$ cat config.mk
export PLATFORM = sky130hd
export DESIGN_NAME = seq_cell
export DESIGN_NICKNAME = d
export VERILOG_FILES = /design/src/rtl/seq_pkg.sv /design/src/rtl/seq_cell.sv
export SDC_FILE = /design/constraint.sdc
export NUM_CORES = 1
export LEC_CHECK = 0
export ABC_AREA = 1
export BUFFER_PORTS_ARGS = -buffer_cell sky130_fd_sc_hd__buf_4
export CAP_MARGIN = 20
export CORE_AREA = 8 8 205 207
export DETAILED_ROUTE_END_ITERATION = 8
export DIE_AREA = 0 0 213 215
export PLACE_DENSITY = 0.63
export SLEW_MARGIN = 20
export SYNTH_ARGS = -nofsm -noshare
export SYNTH_HDL_FRONTEND = slang
export SYNTH_SLANG_ARGS = --single-unit
$ cat constraint.sdc
create_clock -name clk -period 5 [get_ports clk]
set_input_delay 1.25 -clock clk [delete_from_list [all_inputs] [get_ports clk]]
set_output_delay 1.25 -clock clk [all_outputs]
set_load 0.01 [all_outputs]
$ cat src/rtl/seq_pkg.sv
`default_nettype none
package seq_pkg;
    localparam int Depth = 32;
    localparam int CntW = $clog2(Depth + 1);
    localparam int PosW = $clog2(Depth);

    typedef enum logic [2:0] {
        KIND_INSERT   = 3'd0,
        KIND_EXTRACT  = 3'd1,
        KIND_RECOVER  = 3'd2,
        KIND_LONGWAIT = 3'd3,
        KIND_MISS     = 3'd4
    } kind_t;

    typedef enum logic [1:0] {
        ST_DONE  = 2'd0,
        ST_FULL  = 2'd1,
        ST_EMPTY = 2'd2
    } status_t;

    localparam logic [0:0] REG_LONG_WAIT = 1'b0;
    localparam logic [0:0] REG_MISS_WAIT = 1'b1;

    typedef struct packed {
        logic [15:0] tag;
        logic [31:0] done_cycle;
        logic [31:0] sequence_num;
        logic [31:0] issue_cycle;
        logic [2:0]  thread;
        logic        is_load;
        logic        spec;
    } entry_t;

    // Command broadcast to every cell for one operation.
    typedef struct packed {
        logic        ins;
        logic        ext;
        logic        rec;
        logic        qry;
        logic        loads_only;
        logic [2:0]  thread;
        logic [31:0] now_cycle;
        logic [15:0] limit;
        entry_t      new_entry;
    } cmd_t;

    // Per-cell status toward the neighbors and the top.
    typedef struct packed {
        logic   valid;
        logic   key_after;
        logic   kill;
        logic   hit;
        entry_t data;
    } cell_out_t;
endpackage
`default_nettype wire

$ cat src/rtl/seq_cell.sv
`default_nettype none
module seq_cell (
    input  wire logic             clk,
    input  wire logic             rst_n,
    input  wire seq_pkg::cmd_t    cmd,
    input  wire logic             phase,
    input  wire logic             is_last,
    input  wire seq_pkg::cell_out_t left,
    input  wire seq_pkg::cell_out_t right,
    output seq_pkg::cell_out_t    self_out
);
    import seq_pkg::*;

    logic   valid_reg, valid_next;
    entry_t data_reg, data_next;
    logic   mark_reg, mark_next;
    logic   key_after;
    logic   kill;
    logic [31:0] wait_cycles;

    // Stored key strictly greater than the new key.
    always_comb
    begin
        if (cmd.new_entry.done_cycle != data_reg.done_cycle)
            key_after = data_reg.done_cycle > cmd.new_entry.done_cycle;
        else
            key_after = data_reg.sequence_num > cmd.new_entry.sequence_num;
    end

    assign kill = valid_reg && data_reg.spec && (data_reg.thread == cmd.thread);
    assign wait_cycles = cmd.now_cycle - data_reg.issue_cycle;

    always_comb
    begin
        self_out.valid     = valid_reg;
        self_out.key_after = valid_reg && key_after;
        self_out.kill      = mark_reg;
        self_out.hit       = valid_reg && (data_reg.thread == cmd.thread)
                             && (!cmd.loads_only || data_reg.is_load)
                             && (wait_cycles > {16'd0, cmd.limit});
        self_out.data      = data_reg;
    end

    always_comb
    begin
        valid_next = valid_reg;
        data_next  = data_reg;
        mark_next  = 1'b0;
        if (cmd.ins && !phase)
        begin
            // shift right from the insertion point, take the new entry at it
            if (self_out.key_after || !valid_reg)
            begin
                if (left.key_after)
                    data_next = left.data;
                else
                    data_next = cmd.new_entry;
                valid_next = valid_reg || left.valid;
            end
        end
        else if (cmd.ext && !phase)
        begin
            // advance everything one place toward the head
            valid_next = is_last ? 1'b0 : right.valid;
            data_next  = right.data;
        end
        else if (cmd.rec)
        begin
            if (!phase)
                mark_next = kill;
            else if (mark_reg)
                valid_next = 1'b0;
            else if (!valid_reg && right.valid && !right.kill && !is_last)
            begin
                // compaction bubble: pull from right while a hole sits here
                data_next  = right.data;
                valid_next = 1'b1;
            end
            else if (valid_reg && !left.valid && !left.kill)
                // entry moves into the hole on the left
                valid_next = 1'b0;
        end
    end

    always_ff @(posedge clk or negedge rst_n)
    begin
        if (!rst_n)
        begin
            valid_reg <= 1'b0;
            mark_reg  <= 1'b0;
        end
        else
        begin
            valid_reg <= valid_next;
            mark_reg  <= mark_next;
        end
    end

    always_ff @(posedge clk)
    begin
        data_reg <= data_next;
    end
endmodule
`default_nettype wire

; After elaboration in Yosys (flattened, before gate mapping)
; Cells that the tools add are included.
[word_totals]
register_bits = 119
input_bits = 419
output_inout_bits = 121
[op_classes]
n_lt_le_gt_ge = 3
n_reduce_logical = 29
n_eq_ne = 4
mux = 22
n_addsub = 1
[op_table]
columns = op, count
row1 = $mux 117, 8
row2 = $gt 32x32->1, 2
row3 = $gt 32x16->1, 1
row4 = $ne 32x32->1, 1
row5 = $sub 32x32->32, 1
row6 = $mux 1, 14
row7 = $logic_and 1x1->1, 13
row8 = $reduce_bool 3->1, 3
row9 = $logic_not 1->1, 7
row10 = $reduce_and 5->1, 1
row11 = $reduce_bool 5->1, 1
row12 = $reduce_and 4->1, 1
row13 = $eq 3x3->1, 1
row14 = $logic_or 1x1->1, 3
row15 = $ne 3x1->1 const B, 1
row16 = $ne 2x1->1 const B, 1

; Longest topological paths before layout
; Gate-level depths: netlist of run 1.
[depth]
depth_word = 10
mapped_depth = 24

; Worst setup path after synthesis of run 1
; OpenSTA, ideal clock, no wires.
[synth_timing]
path_type = input-to-reg
start = input cmd[100] (netlist bit)
end = register data_reg (netlist bit self_out[0]), enable pin
required_ns = 4.530
path_stages = 12
t_arrival_ns = 4.696
slack_ns = -0.167
path_cell_list = inv_1 ha_1 nand2_1 nor2_1 nand2_1 nor4_1 nand4_1 nor2_1 nand2_1 nand3_1 nand2_1 inv_1
[synth_via]
elab_chain_cells = 6
word_cells_on_any_way = 7
cone_classes = 1 x order compare / 2 x eq/ne / 1 x mux / 3 x reduce/logical
[synth_lines]
columns = element, line
row1 = "start, declared", seq_cell.sv:5  ; input wire seq_pkg::cmd_t cmd,
row2 = $gt 32x32->1 or $ne 32x32->1 (tied branches), "seq_cell.sv:25, seq_cell.sv:24"
row3 = $mux 1 *, seq_cell.sv:24  ; if (cmd.new_entry.done_cycle != data_reg.done_cycle)
row4 = $logic_and 1x1->1 *, seq_cell.sv:36  ; self_out.key_after = valid_reg && key_after;
row5 = $logic_or 1x1->1 *, seq_cell.sv:52  ; if (self_out.key_after || !valid_reg)
row6 = $ne 2x1->1 (no line) *, --
row7 = $reduce_and 5->1 (no line) *, --
row8 = "end signal, assigned", seq_cell.sv:101  ; data_reg <= data_next;
row9 = "end, declared", seq_cell.sv:15  ; entry_t data_reg, data_next;
; Mark *: on every way between the ends. The rest lies on a longest branch, timed or not.
; A chain may end at the register's enable or synchronous reset.

==> results.json, run 1 <==
{
  "drv_slew": 0,
  "fp.coreArea_um2": 39000,
  "timing.final.crit_share_pct": 104,
  "postSynthCellCount": 1553,
  "fin_skew_ns": 0.0109,
  "clk_pin_slew_worst_paths_ns": 0.06,
  "largest_register_ff_count": 117,
  "p_per_area_nw_per_um2": 240,
  "globalRouteTotalUtil_pct": 21.2,
  "clock_path_buffers": 2,
  "slowest_cell_on_the_critical_path": "ha_4",
  "grt_start_max_net_pins": 78,
  "share_of_flip_flops_with_an_asynchronous_set_or_reset_pct": 1.68,
  "switching_share_pct": 32.5,
  "synth.lib_cells_used.distinct": 42,
  "critPathMostFrequentCell": "nand2_2",
  "fin_total_pwr_w": 0.00403,
  "critical_path.n_buffers_inverters": 4,
  "clock_latency_reported_for_the_late_side_of_the_worst_skew_pair_ns": 0.43,
  "final_period_minus_worst_setup_slack_ns": 5.22,
  "placementRows": 73,
  "min-delay-path-class": "in2async",
  "tritoncts": "yes",
  "area.growth.synth_to_final_pct": 56.5,
  "mappedNetlistArea_um2": 10700,
  "largest_delay_contributor_family_on_the_critical_path": "simple AND/OR/NAND/NOR gates",
  "start_util_pct": 27.5,
  "max_cap_violations": 0,
  "gp_routability_congestion": 0.939,
  "achievable-frequency_ghz": 0.191,
  "worstMarginPinSlew_ns": 0.967,
  "p_clk_share_pct": 32.4,
  "ant_nets": 0,
  "die_height_um": 215,
  "post_route_cells_drive_above_1_share_pct": 33.7,
  "route.detailed.vias_per_inst": 4.73,
  "htree_num_levels": 4,
  "hold_viol": 0,
  "area_contributors_post_synth": "edfxtp_1, nand2_1, a21oi_1, ha_1, inv_1",
  "timing_worst_setup_path_type": "in2out",
  "cts_buffers": 17,
  "ir_worst_vdd_mv": 0.231,
  "final_nets": 2655,
  "power_leakage_nw": 8.67,
  "max-slew-margin-rel_pct": 35.5,
  "totalWireLength_um": 49900,
  "fin_ws_ns": -0.224,
  "firstDrtPassIters": 5,
  "comb_power_share_pct": 36.5,
  "port_buffers": 535,
  "internal-power_w": 0.00272,
  "grt_pass1_wl_um": 75100,
  "first_global_vias": 13300,
  "outcome": "finished with violations",
  "synth_sequential_area_ratio_pct": 33.3,
  "drtIter0Drc": 627,
  "hpwl_um": 40500,
  "largest_stage_delay_on_the_critical_path_ns": 0.29,
  "grt_overflow": 0,
  "timing.critical_path.cells": "buf_8 -> ha_4 -> nand2_4 -> buf_6 -> nor2_4 -> and3_4 -> nand2_2 -> nand2_2 -> xor2_1 -> ha_1 -> a21oi_2 -> o21ai_1 -> a21oi_1 -> nand2_1 -> nand2_2 -> nand2_2 -> inv_2 -> nand3_2 -> nor2_2 -> nand2_2 -> nor2_4 -> nor2_1 -> buf_4",
  "setup-violations-final": 1,
  "syn_area_per_cell_um2": 6.90,
  "clock_sinks": 119,
  "post-synth-top-area-fraction_pct": 32.8,
  "worst_ep_required_time_ns": 3.75,
  "violations": "setup timing",
  "worst-path-max-fanout": 4,
  "critPathLaunchType": "input port",
  "die-width_um": 213,
  "average_detailed_routed_wire_length_per_instance_um": 18.8,
  "setup_repair_after_global_routing_missed_its_margin": "true",
  "leading_cell_type_in_the_layout_fill_and_taps_excluded": "buf_4",
  "netSwitchingPower_w": 0.00131,
  "num_antenna_cells": 0,
  "mappedNetlistNets": 2084,
  "design.die.area_um2": 45800,
  "mostFrequentLayoutCells": "buf_4, nand2_1, a21oi_1, inv_1, nor2_1",
  "synth-edff-count": 117,
  "utilization_pct": 43.0,
  "critical_path_arrival_ns": 3.97,
  "dp_worst_setup_slack_ns": -0.539,
  "power.sequential.fraction_pct": 31.0,
  "synth_ff_type": "edfxtp_1",
  "antenna_found_initial": 1,
  "drt_drc_violations_left": 0,
  "clock-root-buffer": "clkbuf_16",
  "synth.largest_area_cell": "edfxtp_1",
  "vias": 12600,
  "synth.ff_latch_count": 119,
  "worstSetupEndpointType": "primary output",
  "synth.yosys.warnings": 0,
  "ios": 540
}
through the flow:
| step | instance area (µm²) | std cells | hold slack [ns] | TNS (ns) |
|---|---|---|---|---|
| after CTS | 16700 | 2658 | 0.560 | -0.149 |
| after detailed placement | 15700 | 2625 | 0.707 | -0.539 |
| after global placement | 15700 | 2625 | 0.686 | -0.509 |
| after global routing | 16800 | 2661 | 0.560 | -0.365 |
| after floorplan | 10700 | 1553 | 0.606 | 0 |
| final | 16800 | 2661 | 0.594 | -0.224 |
worst reg2reg max path, cell delays in order, from the launching register on:
cell and delay, ns:
edfxtp_1 0.40, ha_1 0.32, nand2_1 0.07, nor2_1 0.13, nand2_1 0.09, nor4_1 0.31
buf_4 0.19, nand4_1 0.13, nor2_1 0.13, nand2_1 0.11, nand3_1 0.10, nand2_1 0.08
clkinvlp_4 0.32, buf_12 0.32
what timing repair did:
action | CTS | global route
buffers inserted | 2 | 3
gates resized for setup | 58 | 19
hold buffers | 0 | 0
pin swaps | 30 | 24
setup endpoints to repair | 1 | 1
Yosys cell counts, types with 4 or more instances:
master and number:
nand2_1 404, a21oi_1 285, inv_1 254, nor2_1 172
edfxtp_1 117, ha_1 111, nand3_1 40, clkbuf_1 38
xor2_1 17, o21ai_0 15, nand4_1 13, nor3_1 11
buf_1 9, nand2_2 8, nor2_2 8, o211ai_1 4
o21bai_1 4
routing by layer:
layer  share of wire (%)  vias up  track usage, %  routed length (µm)
met1                  37     5872            22.8               18700
met4                 3.2        2            7.46                1610
met5               0.026        -               0                  13
met3                 7.6       69            6.08                3790
li1                    -     6180               -                   -
met2                  52      453            38.9               25800
cells by family (layout without fill, tap and decap cells):
kind of cell,Yosys count,after routing,synth area share [%]
AOI/OAI and AO/OA,320,320,15.4
and+or+nand+nor,675,675,25.8
buffers and inverters,309,892,10.9
xor gates and xnor gates,18,18,1.47
DFF,119,119,33.3
adders and majority gates,112,112,13.1
path summary, 6_finish.rpt:
path / startpoint / endpoint / slack, ns / depth (start not counted)
setup / recovery: cmd[143] / self_out[117] / -0.22 / 23
hold / removal: rst_n / mark_reg / 0.59 / 1
setup reg to reg: self_out[100] / self_out[9] / 1.86 / 13
hold reg to reg: self_out[0] / mark_reg / 0.74 / 2
max in group asynchronous: rst_n / valid_reg / 4.31 / 1
min in group clk: self_out[0] / mark_reg / 0.74 / 2
layout make-up:
class                   instances  area (µm²)
multi-input cells            1125        6360
flip-flops and latches        119        3560
clock inverters                10         154
fillers                      4009       22200
well taps                     525         657
inverters                     257         973
repair buffers                604        4620
clock buffers                  21         440
power by group through the flow:
stage	sequential (W)	clock (W)	combinational (W)
floorplan	0.00130	0	0.000646
global placement	0.00127	0	0.00137
detailed placement	0.00127	0	0.00139
CTS	0.00125	0.00134	0.00145
global route	0.00126	0.00138	0.00163
finish	0.00125	0.00130	0.00147
No activity file was read; power rests on OpenSTA's default activity.
==> run 2: changes to the inputs <==
- GPL_TIMING_DRIVEN: default -> 0
- RECOVER_POWER: default -> 50
==> results.json, run 2 (synthesis gave the netlist of run 1 again) <==
{
  "grt_pass1_wl_um": 78000,
  "worstMarginPinSlew_ns": 0.941,
  "die-width_um": 213,
  "largest_stage_delay_on_the_critical_path_ns": 0.32,
  "drv_slew": 0,
  "critical_path.n_buffers_inverters": 3,
  "cts_buffers": 17,
  "drtIter0Drc": 648,
  "largest_register_ff_count": 117,
  "first_global_vias": 13200,
  "average_detailed_routed_wire_length_per_instance_um": 20.1,
  "grt_start_max_net_pins": 33,
  "layoutNonFillerInstCount": 2681,
  "drt_drc_violations_left": 0,
  "hpwl_um": 45100,
  "p_clk_share_pct": 31.8,
  "slowest_cell_on_the_critical_path": "ha_4",
  "holdBufCountCts": 0,
  "htree_num_levels": 4,
  "clock_latency_reported_for_the_late_side_of_the_worst_skew_pair_ns": 0.44,
  "critPathMostFrequentCell": "nand2_1",
  "firstDrtPassIters": 5,
  "power.sequential.fraction_pct": 31.3,
  "totalWireLength_um": 53800,
  "max-slew-margin-rel_pct": 37.3,
  "clock-root-buffer": "clkbuf_16",
  "place_area_um2": 15500,
  "start_util_pct": 27.5,
  "startpoint_of_the_most_critical_register_to_register_path": "self_out[100]",
  "globalRouteTotalUtil_pct": 22.5,
  "switching_share_pct": 35.3,
  "final_period_minus_worst_setup_slack_ns": 5.24,
  "route.detailed.vias_per_inst": 4.74,
  "reg2regPathDepth": 12,
  "achievable-frequency_ghz": 0.191,
  "die_height_um": 215,
  "violations": "setup timing",
  "setup-violations-final": 1,
  "timing.final.crit_share_pct": 105,
  "fp.coreArea_um2": 39000,
  "timing_worst_setup_path_type": "in2out",
  "clock_path_buffers": 2,
  "utilization_pct": 42.4,
  "outcome": "finished with violations",
  "clk_pin_slew_worst_paths_ns": 0.06,
  "fin_ws_ns": -0.236,
  "critPathLaunchType": "input port",
  "timing.critical_path.cells": "buf_4 -> ha_4 -> nand2_1 -> nor2_2 -> nand3_1 -> nand3_4 -> xor2_1 -> ha_1 -> nand2_1 -> nand2_1 -> nand2_1 -> nand2_1 -> a21oi_2 -> nand2_1 -> nand2_2 -> nand2_2 -> inv_2 -> nand3_2 -> nor2_4 -> nand2_2 -> nor2_4 -> nor2_1 -> buf_4",
  "fin_area_um2": 16500,
  "leading_cell_type_in_the_layout_fill_and_taps_excluded": "buf_4",
  "ir_worst_vdd_mv": 0.227,
  "gp_routability_congestion": 0.949,
  "timing.reg2reg.setup_slack_ns": 1.54,
  "grt_overflow": 0,
  "mostFrequentLayoutCells": "buf_4, nand2_1, a21oi_1, inv_1, nor2_1",
  "vias": 12700,
  "tritoncts": "yes",
  "dp_cells": 2616,
  "power_leakage_nw": 8.21,
  "design.die.area_um2": 45800,
  "internal-power_w": 0.00257,
  "port_buffers": 534,
  "post_route_cells_drive_above_1_share_pct": 29.0,
  "antenna_found_initial": 4,
  "crit-reg2reg-capture": "self_out[57]",
  "worstSetupEndpointType": "primary output",
  "comb_power_share_pct": 36.8,
  "max_cap_violations": 0,
  "ant_nets": 0,
  "min-delay-path-class": "in2async",
  "worst_ep_required_time_ns": 3.75,
  "placementRows": 73,
  "hold_viol": 0,
  "num_antenna_cells": 0,
  "worst-path-max-fanout": 6,
  "p_per_area_nw_per_um2": 240,
  "largest_delay_contributor_family_on_the_critical_path": "simple AND/OR/NAND/NOR gates",
  "area.growth.synth_to_final_pct": 54.3,
  "setup_repair_after_global_routing_missed_its_margin": "true",
  "critical_path_arrival_ns": 3.99,
  "ios": 540,
  "final_nets": 2674,
  "fin_skew_ns": 0.0150,
  "clock_sinks": 119,
  "netSwitchingPower_w": 0.00140
}
run 2: cell types whose count changed in the layout (fill, tap and decap cells not counted), sizes merged:
| cell | delta |
|---|---|
| clkbuf | +157 |
| bufinv | -2 |
| clkinv | +2 |
| clkinvlp | +1 |
| buf | -142 |
| inv | +4 |
run 2: what timing repair did:
item	4_1_cts	5_1_grt
setup endpoints to repair	1	1
endpoints found under the hold margin	0	0
setup buffers	23	10
pin swaps	45	60
gates resized for setup	72	85
run 2: power groups by stage:
stage / clock (W) / sequential [W] / combinational [W]
5_1_grt: 0.00133 / 0.00125 / 0.00162
6_report: 0.00127 / 0.00125 / 0.00146
4_1_cts: 0.00130 / 0.00125 / 0.00144
3_5_place_dp: 0 / 0.00127 / 0.00133
2_1_floorplan: 0 / 0.00130 / 0.000646
3_3_place_gp: 0 / 0.00127 / 0.00130
run 2: how the worst max path moves through the flow:
| stage | startpoint | slack, ns | cells after the start | end |
|---|---|---|---|---|
| final | cmd[135] | -0.24 | 23 | self_out[117] |
| after floorplan | cmd[142] | 0.29 | 20 | self_out[117] |
| after global placement | cmd[94] | -1.69 | 12 | self_out[57] |
| after detailed placement | cmd[135] | -0.83 | 22 | self_out[117] |
| after global routing | cmd[141] | -0.34 | 23 | self_out[117] |
| after CTS | cmd[133] | -0.25 | 24 | self_out[117] |
run 2: layout make-up:
cell class / count / area, µm²
Fill cell: 4136 / 22500
Timing Repair Buffer: 571 / 3920
Multi-Input combinational cell: 1125 / 6630
Buffer: 52 / 205
Clock buffer: 17 / 425
Inverter: 257 / 973
Clock inverter: 15 / 151
Sequential cell: 119 / 3560
Tap cell: 525 / 657
run 2: metrics by stage:
| stage | TNS (ns) | power, W | hold slack [ns] | setup slack, ns |
|---|---|---|---|---|
| 6_report | -0.236 | 0.00397 | 0.606 | -0.236 |
| 3_5_place_dp | -0.833 | 0.00260 | 0.678 | -0.833 |
| 4_1_cts | -0.250 | 0.00398 | 0.565 | -0.250 |
| 2_1_floorplan | 0 | 0.00194 | 0.606 | 0.289 |
| 5_1_grt | -0.336 | 0.00420 | 0.594 | -0.336 |
| 3_3_place_gp | -197.23 | 0.00258 | 0.645 | -1.69 |
run 2: per-layer routing:
| layer | wire length [µm] | global-route usage, % | up-vias |
|---|---|---|---|
| li1 | - | - | 6235 |
| met1 | 20200 | 24.2 | 5939 |
| met2 | 28600 | 42.2 | 448 |
| met3 | 3610 | 6.26 | 76 |
| met4 | 1390 | 6.21 | 6 |
| met5 | 41 | 0 | - |
